--- src/rtl/mmd_pkg.sv ---
package mmd_pkg;

    localparam int MAP_DEPTH   = 128;
    localparam int MAP_IDX_W   = $clog2(MAP_DEPTH);
    localparam int QUEUE_DEPTH = 2;
    localparam int QUEUE_PTR_W = (QUEUE_DEPTH > 1) ? $clog2(QUEUE_DEPTH) : 1;
    localparam int QUEUE_CNT_W = $clog2(QUEUE_DEPTH + 1);

    localparam int IN_DATA_W  = 32;
    localparam int IN_USER_W  = 2;
    localparam int OUT_DATA_W = 64;
    localparam int OUT_USER_W = 4;

    // status high nibbles
    localparam logic [3:0] ST_NOTE_OFF  = 4'h8;
    localparam logic [3:0] ST_NOTE_ON   = 4'h9;
    localparam logic [3:0] ST_POLY      = 4'hA;
    localparam logic [3:0] ST_CC        = 4'hB;
    localparam logic [3:0] ST_PROGRAM   = 4'hC;
    localparam logic [3:0] ST_TOUCH     = 4'hD;
    localparam logic [3:0] ST_BEND      = 4'hE;
    localparam logic [3:0] ST_SYSTEM    = 4'hF;

    // realtime status bytes
    localparam logic [7:0] RT_CLOCK     = 8'hF8;
    localparam logic [7:0] RT_START     = 8'hFA;
    localparam logic [7:0] RT_CONTINUE  = 8'hFB;
    localparam logic [7:0] RT_STOP      = 8'hFC;

    localparam int FLAG_ON   = 0;
    localparam int FLAG_OFF  = 1;
    localparam int FLAG_CC   = 2;
    localparam int FLAG_BEND = 3;

    typedef enum logic [1:0] {
        FUNC_MSG   = 2'd0,
        FUNC_CLEAR = 2'd1,
        FUNC_QUERY = 2'd2
    } func_t;

    typedef enum logic [1:0] {
        OP_NOP   = 2'd0,
        OP_MSG   = 2'd1,
        OP_CLEAR = 2'd2,
        OP_QUERY = 2'd3
    } op_t;

    typedef enum logic [3:0] {
        KIND_NONE     = 4'd0,
        KIND_ON       = 4'd1,
        KIND_OFF      = 4'd2,
        KIND_CC       = 4'd3,
        KIND_PROGRAM  = 4'd4,
        KIND_BEND     = 4'd5,
        KIND_TOUCH    = 4'd6,
        KIND_POLY     = 4'd7,
        KIND_CLOCK    = 4'd8,
        KIND_START    = 4'd9,
        KIND_CONTINUE = 4'd10,
        KIND_STOP     = 4'd11
    } kind_t;

    typedef struct packed {
        op_t                  op;
        kind_t                kind;
        logic [3:0]           chan;
        logic [6:0]           num;
        logic [6:0]           val;
        logic [13:0]          bend;
        logic                 q_ok;
        logic [MAP_IDX_W-1:0] q_idx;
    } cmd_t;

endpackage

--- src/rtl/mmd_front.sv ---
module mmd_front
    import mmd_pkg::*;
(
    input  logic                 aclk,
    input  logic                 aresetn,
    input  logic                 cfg_wr_en,
    input  logic [4:0]           cfg_wr_data,
    input  logic                 s_tvalid,
    output logic                 s_tready,
    input  logic [IN_DATA_W-1:0] s_tdata,
    input  logic [IN_USER_W-1:0] s_tuser,
    input  logic                 q_full,
    output logic                 q_push,
    output cmd_t                 q_cmd
);

    logic [4:0] filter_reg;
    logic [7:0] status;
    logic [6:0] d1;
    logic [6:0] d2;
    logic [1:0] count;
    logic [7:0] qidx;
    logic       pass;
    kind_t      kind_c;
    logic [6:0] num_c;
    logic [6:0] val_c;

    always_ff @(posedge aclk) begin
        if (!aresetn) begin
            filter_reg <= 5'd0;
        end else if (cfg_wr_en) begin
            filter_reg <= cfg_wr_data;
        end
    end

    assign status = s_tdata[7:0];
    assign d1     = s_tdata[14:8];
    assign d2     = s_tdata[21:15];
    assign count  = s_tdata[23:22];
    assign qidx   = s_tdata[31:24];

    assign pass = (filter_reg == 5'd0) || ({1'b0, status[3:0]} + 5'd1 == filter_reg);

    always_comb begin
        kind_c = KIND_NONE;
        num_c  = 7'd0;
        val_c  = 7'd0;
        if (s_tuser == FUNC_MSG && pass && count != 2'd0) begin
            unique case (status[7:4])
                ST_NOTE_ON: begin
                    if (count == 2'd3) begin
                        kind_c = (d2 != 7'd0) ? KIND_ON : KIND_OFF;
                        num_c  = d1;
                        val_c  = d2;
                    end
                end
                ST_NOTE_OFF: begin
                    if (count == 2'd3) begin
                        kind_c = KIND_OFF;
                        num_c  = d1;
                        val_c  = d2;
                    end
                end
                ST_CC: begin
                    if (count == 2'd3) begin
                        kind_c = KIND_CC;
                        num_c  = d1;
                        val_c  = d2;
                    end
                end
                ST_PROGRAM: begin
                    if (count[1]) begin
                        kind_c = KIND_PROGRAM;
                        val_c  = d1;
                    end
                end
                ST_BEND: begin
                    if (count == 2'd3) begin
                        kind_c = KIND_BEND;
                    end
                end
                ST_TOUCH: begin
                    if (count[1]) begin
                        kind_c = KIND_TOUCH;
                        val_c  = d1;
                    end
                end
                ST_POLY: begin
                    if (count == 2'd3) begin
                        kind_c = KIND_POLY;
                        num_c  = d1;
                        val_c  = d2;
                    end
                end
                ST_SYSTEM: begin
                    if (status == RT_CLOCK) begin
                        kind_c = KIND_CLOCK;
                    end else if (status == RT_START) begin
                        kind_c = KIND_START;
                    end else if (status == RT_CONTINUE) begin
                        kind_c = KIND_CONTINUE;
                    end else if (status == RT_STOP) begin
                        kind_c = KIND_STOP;
                    end
                end
                default: begin
                    kind_c = KIND_NONE;
                end
            endcase
        end
    end

    always_comb begin
        unique case (s_tuser)
            FUNC_MSG:   q_cmd.op = OP_MSG;
            FUNC_CLEAR: q_cmd.op = OP_CLEAR;
            FUNC_QUERY: q_cmd.op = OP_QUERY;
            default:    q_cmd.op = OP_NOP;
        endcase
        q_cmd.kind  = kind_c;
        q_cmd.chan  = (kind_c != KIND_NONE) ? status[3:0] : 4'd0;
        q_cmd.num   = num_c;
        q_cmd.val   = val_c;
        // centred bend: code ^ 0x2000 flips the top bit
        q_cmd.bend  = {~d2[6], d2[5:0], d1};
        q_cmd.q_ok  = (s_tuser == FUNC_QUERY) && !qidx[7];
        q_cmd.q_idx = qidx[MAP_IDX_W-1:0];
    end

    assign s_tready = !q_full;
    assign q_push   = s_tvalid && !q_full;

endmodule

--- src/rtl/mmd_queue.sv ---
module mmd_queue
    import mmd_pkg::*;
(
    input  logic aclk,
    input  logic aresetn,
    input  logic push,
    input  cmd_t push_cmd,
    output logic full,
    input  logic pop,
    output logic avail,
    output cmd_t pop_cmd
);

    cmd_t                   slot_reg [QUEUE_DEPTH];
    logic [QUEUE_PTR_W-1:0] wr_ptr_reg;
    logic [QUEUE_PTR_W-1:0] rd_ptr_reg;
    logic [QUEUE_CNT_W-1:0] cnt_reg;
    logic                   do_push;
    logic                   do_pop;

    assign full    = (cnt_reg == QUEUE_CNT_W'(QUEUE_DEPTH));
    assign avail   = (cnt_reg != '0);
    assign pop_cmd = slot_reg[rd_ptr_reg];
    assign do_push = push && !full;
    assign do_pop  = pop && avail;

    function automatic logic [QUEUE_PTR_W-1:0] ptr_inc(input logic [QUEUE_PTR_W-1:0] p);
        if (p == QUEUE_PTR_W'(QUEUE_DEPTH - 1)) begin
            return '0;
        end
        return p + QUEUE_PTR_W'(1);
    endfunction

    always_ff @(posedge aclk) begin
        if (do_push) begin
            slot_reg[wr_ptr_reg] <= push_cmd;
        end
    end

    always_ff @(posedge aclk) begin
        if (!aresetn) begin
            wr_ptr_reg <= '0;
            rd_ptr_reg <= '0;
            cnt_reg    <= '0;
        end else begin
            if (do_push) begin
                wr_ptr_reg <= ptr_inc(wr_ptr_reg);
            end
            if (do_pop) begin
                rd_ptr_reg <= ptr_inc(rd_ptr_reg);
            end
            if (do_push && !do_pop) begin
                cnt_reg <= cnt_reg + QUEUE_CNT_W'(1);
            end else if (do_pop && !do_push) begin
                cnt_reg <= cnt_reg - QUEUE_CNT_W'(1);
            end
        end
    end

endmodule

--- src/rtl/mmd_back.sv ---
module mmd_back
    import mmd_pkg::*;
(
    input  logic                  aclk,
    input  logic                  aresetn,
    input  logic                  q_avail,
    input  cmd_t                  q_cmd,
    output logic                  q_pop,
    output logic                  m_tvalid,
    input  logic                  m_tready,
    output logic [OUT_DATA_W-1:0] m_tdata,
    output logic [OUT_USER_W-1:0] m_tuser
);

    logic [MAP_DEPTH-1:0] note_on_reg;
    logic [MAP_DEPTH-1:0] cc_seen_reg;
    logic [MAP_DEPTH-1:0] cc_written_reg;
    logic [6:0]           cc_mem [MAP_DEPTH];
    logic [6:0]           cc_rd_reg;
    logic [3:0]           flags_reg;
    logic [6:0]           note_reg;
    logic [6:0]           vel_reg;
    logic [13:0]          bend_reg;

    logic                 r_valid_reg;
    kind_t                r_kind_reg;
    logic [3:0]           r_chan_reg;
    logic [6:0]           r_num_reg;
    logic [6:0]           r_val_reg;
    logic                 r_qon_reg;
    logic                 r_qseen_reg;
    logic                 r_qwr_reg;
    logic [6:0]           q_val;

    assign q_pop = q_avail && (!r_valid_reg || m_tready);

    always_ff @(posedge aclk) begin
        if (q_pop && q_cmd.op == OP_MSG && q_cmd.kind == KIND_CC) begin
            cc_mem[q_cmd.num] <= q_cmd.val;
        end
        if (q_pop) begin
            cc_rd_reg <= cc_mem[q_cmd.q_idx];
        end
    end

    always_ff @(posedge aclk) begin
        if (!aresetn) begin
            r_valid_reg    <= 1'b0;
            note_on_reg    <= '0;
            cc_seen_reg    <= '0;
            cc_written_reg <= '0;
            flags_reg      <= 4'd0;
            note_reg       <= 7'd0;
            vel_reg        <= 7'd0;
            bend_reg       <= 14'd0;
        end else begin
            if (q_pop) begin
                r_valid_reg <= 1'b1;
            end else if (m_tready) begin
                r_valid_reg <= 1'b0;
            end
            if (q_pop) begin
                unique case (q_cmd.op)
                    OP_MSG: begin
                        case (q_cmd.kind)
                            KIND_ON: begin
                                flags_reg[FLAG_ON]     <= 1'b1;
                                note_on_reg[q_cmd.num] <= 1'b1;
                                note_reg               <= q_cmd.num;
                                vel_reg                <= q_cmd.val;
                            end
                            KIND_OFF: begin
                                flags_reg[FLAG_OFF] <= 1'b1;
                            end
                            KIND_CC: begin
                                flags_reg[FLAG_CC]        <= 1'b1;
                                cc_seen_reg[q_cmd.num]    <= 1'b1;
                                cc_written_reg[q_cmd.num] <= 1'b1;
                            end
                            KIND_BEND: begin
                                flags_reg[FLAG_BEND] <= 1'b1;
                                bend_reg             <= q_cmd.bend;
                            end
                            default: begin
                            end
                        endcase
                    end
                    OP_CLEAR: begin
                        note_on_reg <= '0;
                        cc_seen_reg <= '0;
                        flags_reg   <= 4'd0;
                    end
                    default: begin
                    end
                endcase
            end
        end
    end

    always_ff @(posedge aclk) begin
        if (q_pop) begin
            r_kind_reg  <= q_cmd.kind;
            r_chan_reg  <= q_cmd.chan;
            r_num_reg   <= q_cmd.num;
            r_val_reg   <= q_cmd.val;
            r_qon_reg   <= q_cmd.q_ok && note_on_reg[q_cmd.q_idx];
            r_qseen_reg <= q_cmd.q_ok && cc_seen_reg[q_cmd.q_idx];
            r_qwr_reg   <= q_cmd.q_ok && cc_written_reg[q_cmd.q_idx];
        end
    end

    assign q_val = r_qwr_reg ? cc_rd_reg : 7'd0;

    // held fields read live: no later item runs while this result waits
    assign m_tvalid = r_valid_reg;
    assign m_tuser  = r_kind_reg;
    assign m_tdata  = {5'd0, q_val, r_qseen_reg, r_qon_reg, vel_reg, note_reg,
                       flags_reg, bend_reg, r_val_reg, r_num_reg, r_chan_reg};

endmodule

--- src/rtl/midi_message_decoder.sv ---
// Path: an accepted request passes the command queue, then the result register,
// before its result is presented.
// Throughput: one request per cycle while the queue is not full; the two-entry
// command queue and the result register let each side stall on its own.
// Reset: aresetn is synchronous and active low; it clears the channel filter,
// the queue, the note/cc maps, flags and held values.
module midi_message_decoder
    import mmd_pkg::*;
(
    input  logic                  aclk,
    input  logic                  aresetn,
    input  logic                  cfg_wr_en,
    input  logic [4:0]            cfg_wr_data,   // channel_filter
    input  logic                  s_tvalid,
    output logic                  s_tready,
    // status_byte, data_first, data_second, byte_count, query_index
    input  logic [IN_DATA_W-1:0]  s_tdata,
    input  logic [IN_USER_W-1:0]  s_tuser,       // func
    output logic                  m_tvalid,
    input  logic                  m_tready,
    // event_channel, event_number, event_value, held_bend, frame_flags,
    // last_note, last_velocity, query_note_on, query_cc_seen, query_cc_value
    output logic [OUT_DATA_W-1:0] m_tdata,
    output logic [OUT_USER_W-1:0] m_tuser        // event_kind
);

    logic q_full;
    logic q_push;
    logic q_avail;
    logic q_pop;
    cmd_t push_cmd;
    cmd_t pop_cmd;

    mmd_front u_front (
        .aclk        (aclk),
        .aresetn     (aresetn),
        .cfg_wr_en   (cfg_wr_en),
        .cfg_wr_data (cfg_wr_data),
        .s_tvalid    (s_tvalid),
        .s_tready    (s_tready),
        .s_tdata     (s_tdata),
        .s_tuser     (s_tuser),
        .q_full      (q_full),
        .q_push      (q_push),
        .q_cmd       (push_cmd)
    );

    mmd_queue u_queue (
        .aclk     (aclk),
        .aresetn  (aresetn),
        .push     (q_push),
        .push_cmd (push_cmd),
        .full     (q_full),
        .pop      (q_pop),
        .avail    (q_avail),
        .pop_cmd  (pop_cmd)
    );

    mmd_back u_back (
        .aclk     (aclk),
        .aresetn  (aresetn),
        .q_avail  (q_avail),
        .q_cmd    (pop_cmd),
        .q_pop    (q_pop),
        .m_tvalid (m_tvalid),
        .m_tready (m_tready),
        .m_tdata  (m_tdata),
        .m_tuser  (m_tuser)
    );

endmodule
--- config.mk ---
export PLATFORM = sky130hd
export DESIGN_NAME = midi_message_decoder
export DESIGN_NICKNAME = d
export VERILOG_FILES = /design/src/rtl/mmd_pkg.sv /design/src/rtl/mmd_front.sv /design/src/rtl/mmd_queue.sv /design/src/rtl/mmd_back.sv /design/src/rtl/midi_message_decoder.sv
export SDC_FILE = /design/constraint.sdc
export NUM_CORES = 2
export LEC_CHECK = 0
export ABC_AREA = 1
export BUFFER_PORTS_ARGS = -buffer_cell sky130_fd_sc_hd__buf_2
export CAP_MARGIN = 40
export CORE_MARGIN = 1
export CORE_UTILIZATION = 55
export DETAILED_ROUTE_END_ITERATION = 8
export GPL_TIMING_DRIVEN = 1
export PLACE_DENSITY = 0.74
export SYNTH_ARGS = -nofsm -noshare
export SYNTH_HDL_FRONTEND = slang
export SYNTH_SLANG_ARGS = --single-unit
--- constraint.sdc ---
create_clock -name aclk -period 7 [get_ports aclk]
set_input_delay 1.4 -clock aclk [delete_from_list [all_inputs] [get_ports aclk]]
set_output_delay 1.4 -clock aclk [all_outputs]
set_load 0.01 [all_outputs]
# == Word level (Yosys, flattened, before mapping) ==
# Memories as Yosys holds them, arrays and structs flattened. A register that Yosys moved wholly into a read port is not among the register bits.
# Cells that the tools add are included.
# word_totals
reg_bits,451
latchBits,0
mem_bits_rw,988
romBits,0
in_bits,44
output_inout_bits,70
wordCells,164
n_memories,2
# classes
n_addsub,5
n_mul,0
n_div,0
order_cmp,3
eq_ne,27
n_shift,0
mux,61
bitwise,4
reduce_logical,40
# memory_table
memory,words,width,read_ports,rd_clocked_by_memory_dff,wr,line_no,text
u_back.cc_mem,128,7,1,1,1,mmd_back.sv:18,logic [6:0] cc_mem [MAP_DEPTH];
u_queue.slot_reg,2,46,1,1,1,mmd_queue.sv:14,cmd_t slot_reg [QUEUE_DEPTH];
# ops
cell,n
$pmux W128 S2,2
$or A128 B128 Y128,3
$mux W128,2
$mux W7,7
$eq A4 B4 Y1 const B,8
$eq A8 B8 Y1 const B,4
$pmux W4 S8,1
$mux W4,7
$mux W1,26
$bmux W1 S7,3
$reduce_and A3 Y1,7
$lt A7 B8 Y1 const B,2
$logic_and A1 B1 Y1,15
$pmux W7 S2,1
$mux W3,4
$mux W2,5
$reduce_bool A2 Y1,5
$eq A2 B2 Y1 const B,4
$eq A4 B2 Y1 const B,2
$ne A2 B2 Y1 const B,4
$pmux W4 S2,1
$demux W1 S7,1
$ge A7 B1 Y1 const B,1
$reduce_bool A7 Y1,1
17 further kinds,24

# == Logic depth before layout (Yosys ltp) ==
# depth
depth_word,9
mapped_depth,17
ltp_nobuf,13

# == Hierarchy ==
# A second synthesis with hierarchy kept.
# unflattened
cells_unflattened,5799
area_unflattened_um2,59583.4
# by_module_without_submodules
mod,n_inst,cells_each,area_each_um2,seq_area_each_um2
mmd_back,1,5438,54795.1,36214.7
mmd_queue,1,180,3767.4,2862.7
mmd_front,1,181,1021.0,100.1

# == Worst setup path after synthesis ==
# No wires, ideal clock.
# synth_path
path_kind,input -> register
start,input port s_tvalid
end,"memory u_queue.slot_reg[1][0] (netlist bit), enable pin"
setup_time_ps,451
arrival_time_ps,3443
required_ps,6549
path_slack_ps,3106
stages,2
n_path_buf,0
cell_sequence,nand2_1 nor2_1
# synth_via
elab_chain_len,4
# synth_rtl
element,line_no,text
start: declaration,midi_message_decoder.sv:14,"input logic s_tvalid,"
$logic_and A1 B1 Y1,mmd_front.sv:131,assign q_push = s_tvalid && !q_full;
$logic_and A1 B1 Y1,mmd_queue.sv:24,assign do_push = push && !full;
$mux W1,mmd_queue.sv:35,if (do_push) begin
$mux W1 (not written as such),mmd_queue.sv:36,slot_reg[wr_ptr_reg] <= push_cmd;
end: declaration,mmd_queue.sv:14,
# Every way passes these cells.

==> impl_metrics.py <==
metrics = {
    "status": {
        "status": "finished, final reports clean",
    },
    "hold_path": {
        "hold_class": "reg2reg",
    },
    "yosys": {
        "synth.largest_area_cell": "edfxtp_1",
        "ys_types": 40,
        "syn_area_per_cell_um2": 10.0,
        "ys_ff_latch": 1447,
        "synth_top_area_share_pct": 50.5,
        "syn_inst": 6049,
        "synth_area_mm2": 0.0606,
        "yosysWarnings": 0,
        "seq_area_frac_synth_pct": 64.6,
        "synthTopCellsByArea": "edfxtp_1 (51%), dfxtp_1 (14%), nand3_1 (6.7%)",
    },
    "cells_and_area": {
        "layout_common_cells": "edfxtp_1 (1020), nand2_1 (926), nand3_1 (811), nor2_1 (782), inv_1 (589)",
        "largest_reg_flops": 896,
        "final_common_cell": "edfxtp_1",
        "syn_to_final_growth_pct": 10.6,
        "fill_cells": 8542,
        "fin_cells": 7541,
        "final_nets": 6056,
        "drive_gt1_share_pct": 10.4,
        "top_register": "u_back.cc_mem",
    },
    "power_and_ir_drop": {
        "p_leak_nw": 25.7,
        "p_per_area_mw_per_mm2": 388,
        "ir_drop_v": 0.000336,
    },
    "clock_tree": {
        "cts_made_buffers": 141,
        "clk_path_buf_depth": 3,
        "cts_root_buf": "clkbuf_16",
        "path_clk_slew_ps": 60,
        "cts_setup_buffers": 0,
        "ctsResizeCount": 0,
        "clock-sinks": 1447,
        "ctsHtreeMaxLevel": 4,
        "insertion_delay_ps": 750,
        "cts_hold_buf": 0,
        "cts_tree": "done",
    },
    "routing": {
        "drc": 0,
        "vias": 44100,
        "dr.pass1.iters": 7,
        "wl_um": 162000,
        "routedWlPerCell_um": 21.4,
        "antenna_left": 0,
        "drt_iter0_drc": 5830,
        "viasPerCell": 5.85,
    },
    "worst_setup_path": {
        "worst_setup_path_end_kind": "register",
        "crit_type": "reg2reg",
        "cp-start-kind": "register",
        "crit_fanout": 68,
        "arrival_ps": 4900,
        "required_ps": 7500,
    },
    "placement": {
        "placed_cells": 7277,
        "hpwl_um": 95400,
        "numPortBuffers": 108,
        "place.gp.congestion": 0.888,
    },
    "die": {
        "initial_core_util_pct": 55.6,
        "dieArea_mm2": 0.112,
        "ioPinCount": 114,
        "dieHeight_um": 334,
        "die_w_um": 334,
        "rows": 121,
        "core-area_mm2": 0.109,
    },
    "sta": {
        "setup_viol": 0,
        "fin_skew_ps": 26.3,
        "layout_min_cycle_time_ps": 4410,
        "period_share_pct": 63.0,
        "rsz0062_at_grt": "no",
        "finalSetupTns_ps": 0,
        "slew_headroom_pct": 34.9,
        "max_freq_mhz": 227,
        "hold_viol": 0,
        "max_slew.worst_pin.slew_ps": 973,
        "slew_viol_final": 0,
    },
    "global_route": {
        "grt_antenna_before_repair": 7,
        "track_usage_pct": 28.8,
        "grt_pass1_vias": 41300,
        "grt-ovfl-total": 0,
        "grt_pass1_wl_um": 245000,
        "grt_max_degree": 136,
    },
    "flow_run": {
        "cap_violations": 0,
    },
}
[critical path, cell delays in order, from the launching register on]
cell     delay [ps]
dfxtp_2         890
inv_2           100
nand2_2          90
buf_4           490
nand2_4         570
buf_4           520
nand2_1         140
nand3_1          90
nand3_1         140
nand3_1         160
nand3_1         230
nand3_1         240
a21oi_1         340
nor2_1           80
[power by group]
part           internal [mW]  switching, mW
combinational           1.93           6.14
clock                   4.59           3.20
sequential              10.0          0.128
[through the flow]
stage	setup slack, ps	hold WS, ps	instance area [um2]	power [mW]	util (%)
global route	2430	474	67100	26.9	61.5
global placement	2190	430	62000	17.9	56.8
finish	2590	458	67100	26.0	61.5
CTS	2740	459	67100	25.9	61.5
detailed placement	2100	441	62300	18.2	57.1
floorplan	3110	426	60600	15.2	-
[path summary, 6_finish.rpt]
kind                            slack, ps            endpoint          startpoint  cells past startpoint
worst max-delay path                 2590  u_back.r_qseen_reg            register                     13
worst min-delay path                  460            register  u_queue.rd_ptr_reg                      1
worst max register to register       2590  u_back.r_qseen_reg            register                     13
worst min register to register        460            register  u_queue.rd_ptr_reg                      1
[cells in the mapped netlist]
master / number
a21o_1: 1
a21oi_1: 84
a21oi_4: 1
a31oi_1: 17
a32oi_1: 7
and3_1: 1
buf_1: 27
buf_2: 177
buf_4: 24
buf_6: 13
clkbuf_1: 138
clkinv_1: 2
conb_1: 1
dfxtp_1: 427
edfxtp_1: 1020
ha_1: 6
inv_1: 589
inv_2: 62
mux2i_1: 1
nand2_1: 934
nand2_2: 6
nand3_1: 811
nand3_2: 1
nand4_1: 8
nor2_1: 784
nor2_2: 34
nor2_4: 98
nor3_1: 1
nor3_2: 1
o211ai_1: 236
o21a_1: 1
o21ai_0: 353
o21ai_1: 160
o21ai_2: 7
o21ai_4: 1
or2_0: 3
or2_1: 5
or2_2: 2
xnor2_1: 2
xor2_1: 3
[final cells by class]
cell class | instances | area (um2) | area share [%]
diodes | 1 | 2.50 | 0.00373
clock buffers | 198 | 4140 | 6.18
clock inverters | 65 | 658 | 0.981
inverters | 653 | 2470 | 3.68
multi-input cells | 3574 | 17300 | 25.8
flip-flops and latches | 1447 | 39200 | 58.4
well taps | 1414 | 1770 | 2.64
repair buffers | 189 | 1540 | 2.29
[metal layers]
metal	GRT usage (%)	wire, um
met5	0	52
met4	11.1	5950
met3	6.74	18700
met2	44.2	72600
met1	39.8	64400
[cell families (layout without fill, tap and decap cells)]
| family | count (synthesis) | after routing | share of synthesized area, % |
|---|---|---|---|
| adder cells (fa/ha/maj) | 6 | 6 | 0.124 |
| other | 1 | 6 | 0.00618 |
| flip-flops | 1447 | 1447 | 64.6 |
| multiplexers | 1 | 1 | 0.0165 |
| XOR/XNOR | 5 | 5 | 0.0722 |
| buffers and inverters | 1032 | 1105 | 7.06 |
| AND/OR/NAND/NOR | 2689 | 2689 | 19.8 |
| AO/OA/AOI/OAI | 868 | 868 | 8.31 |
(Power assumes the default switching activity.)
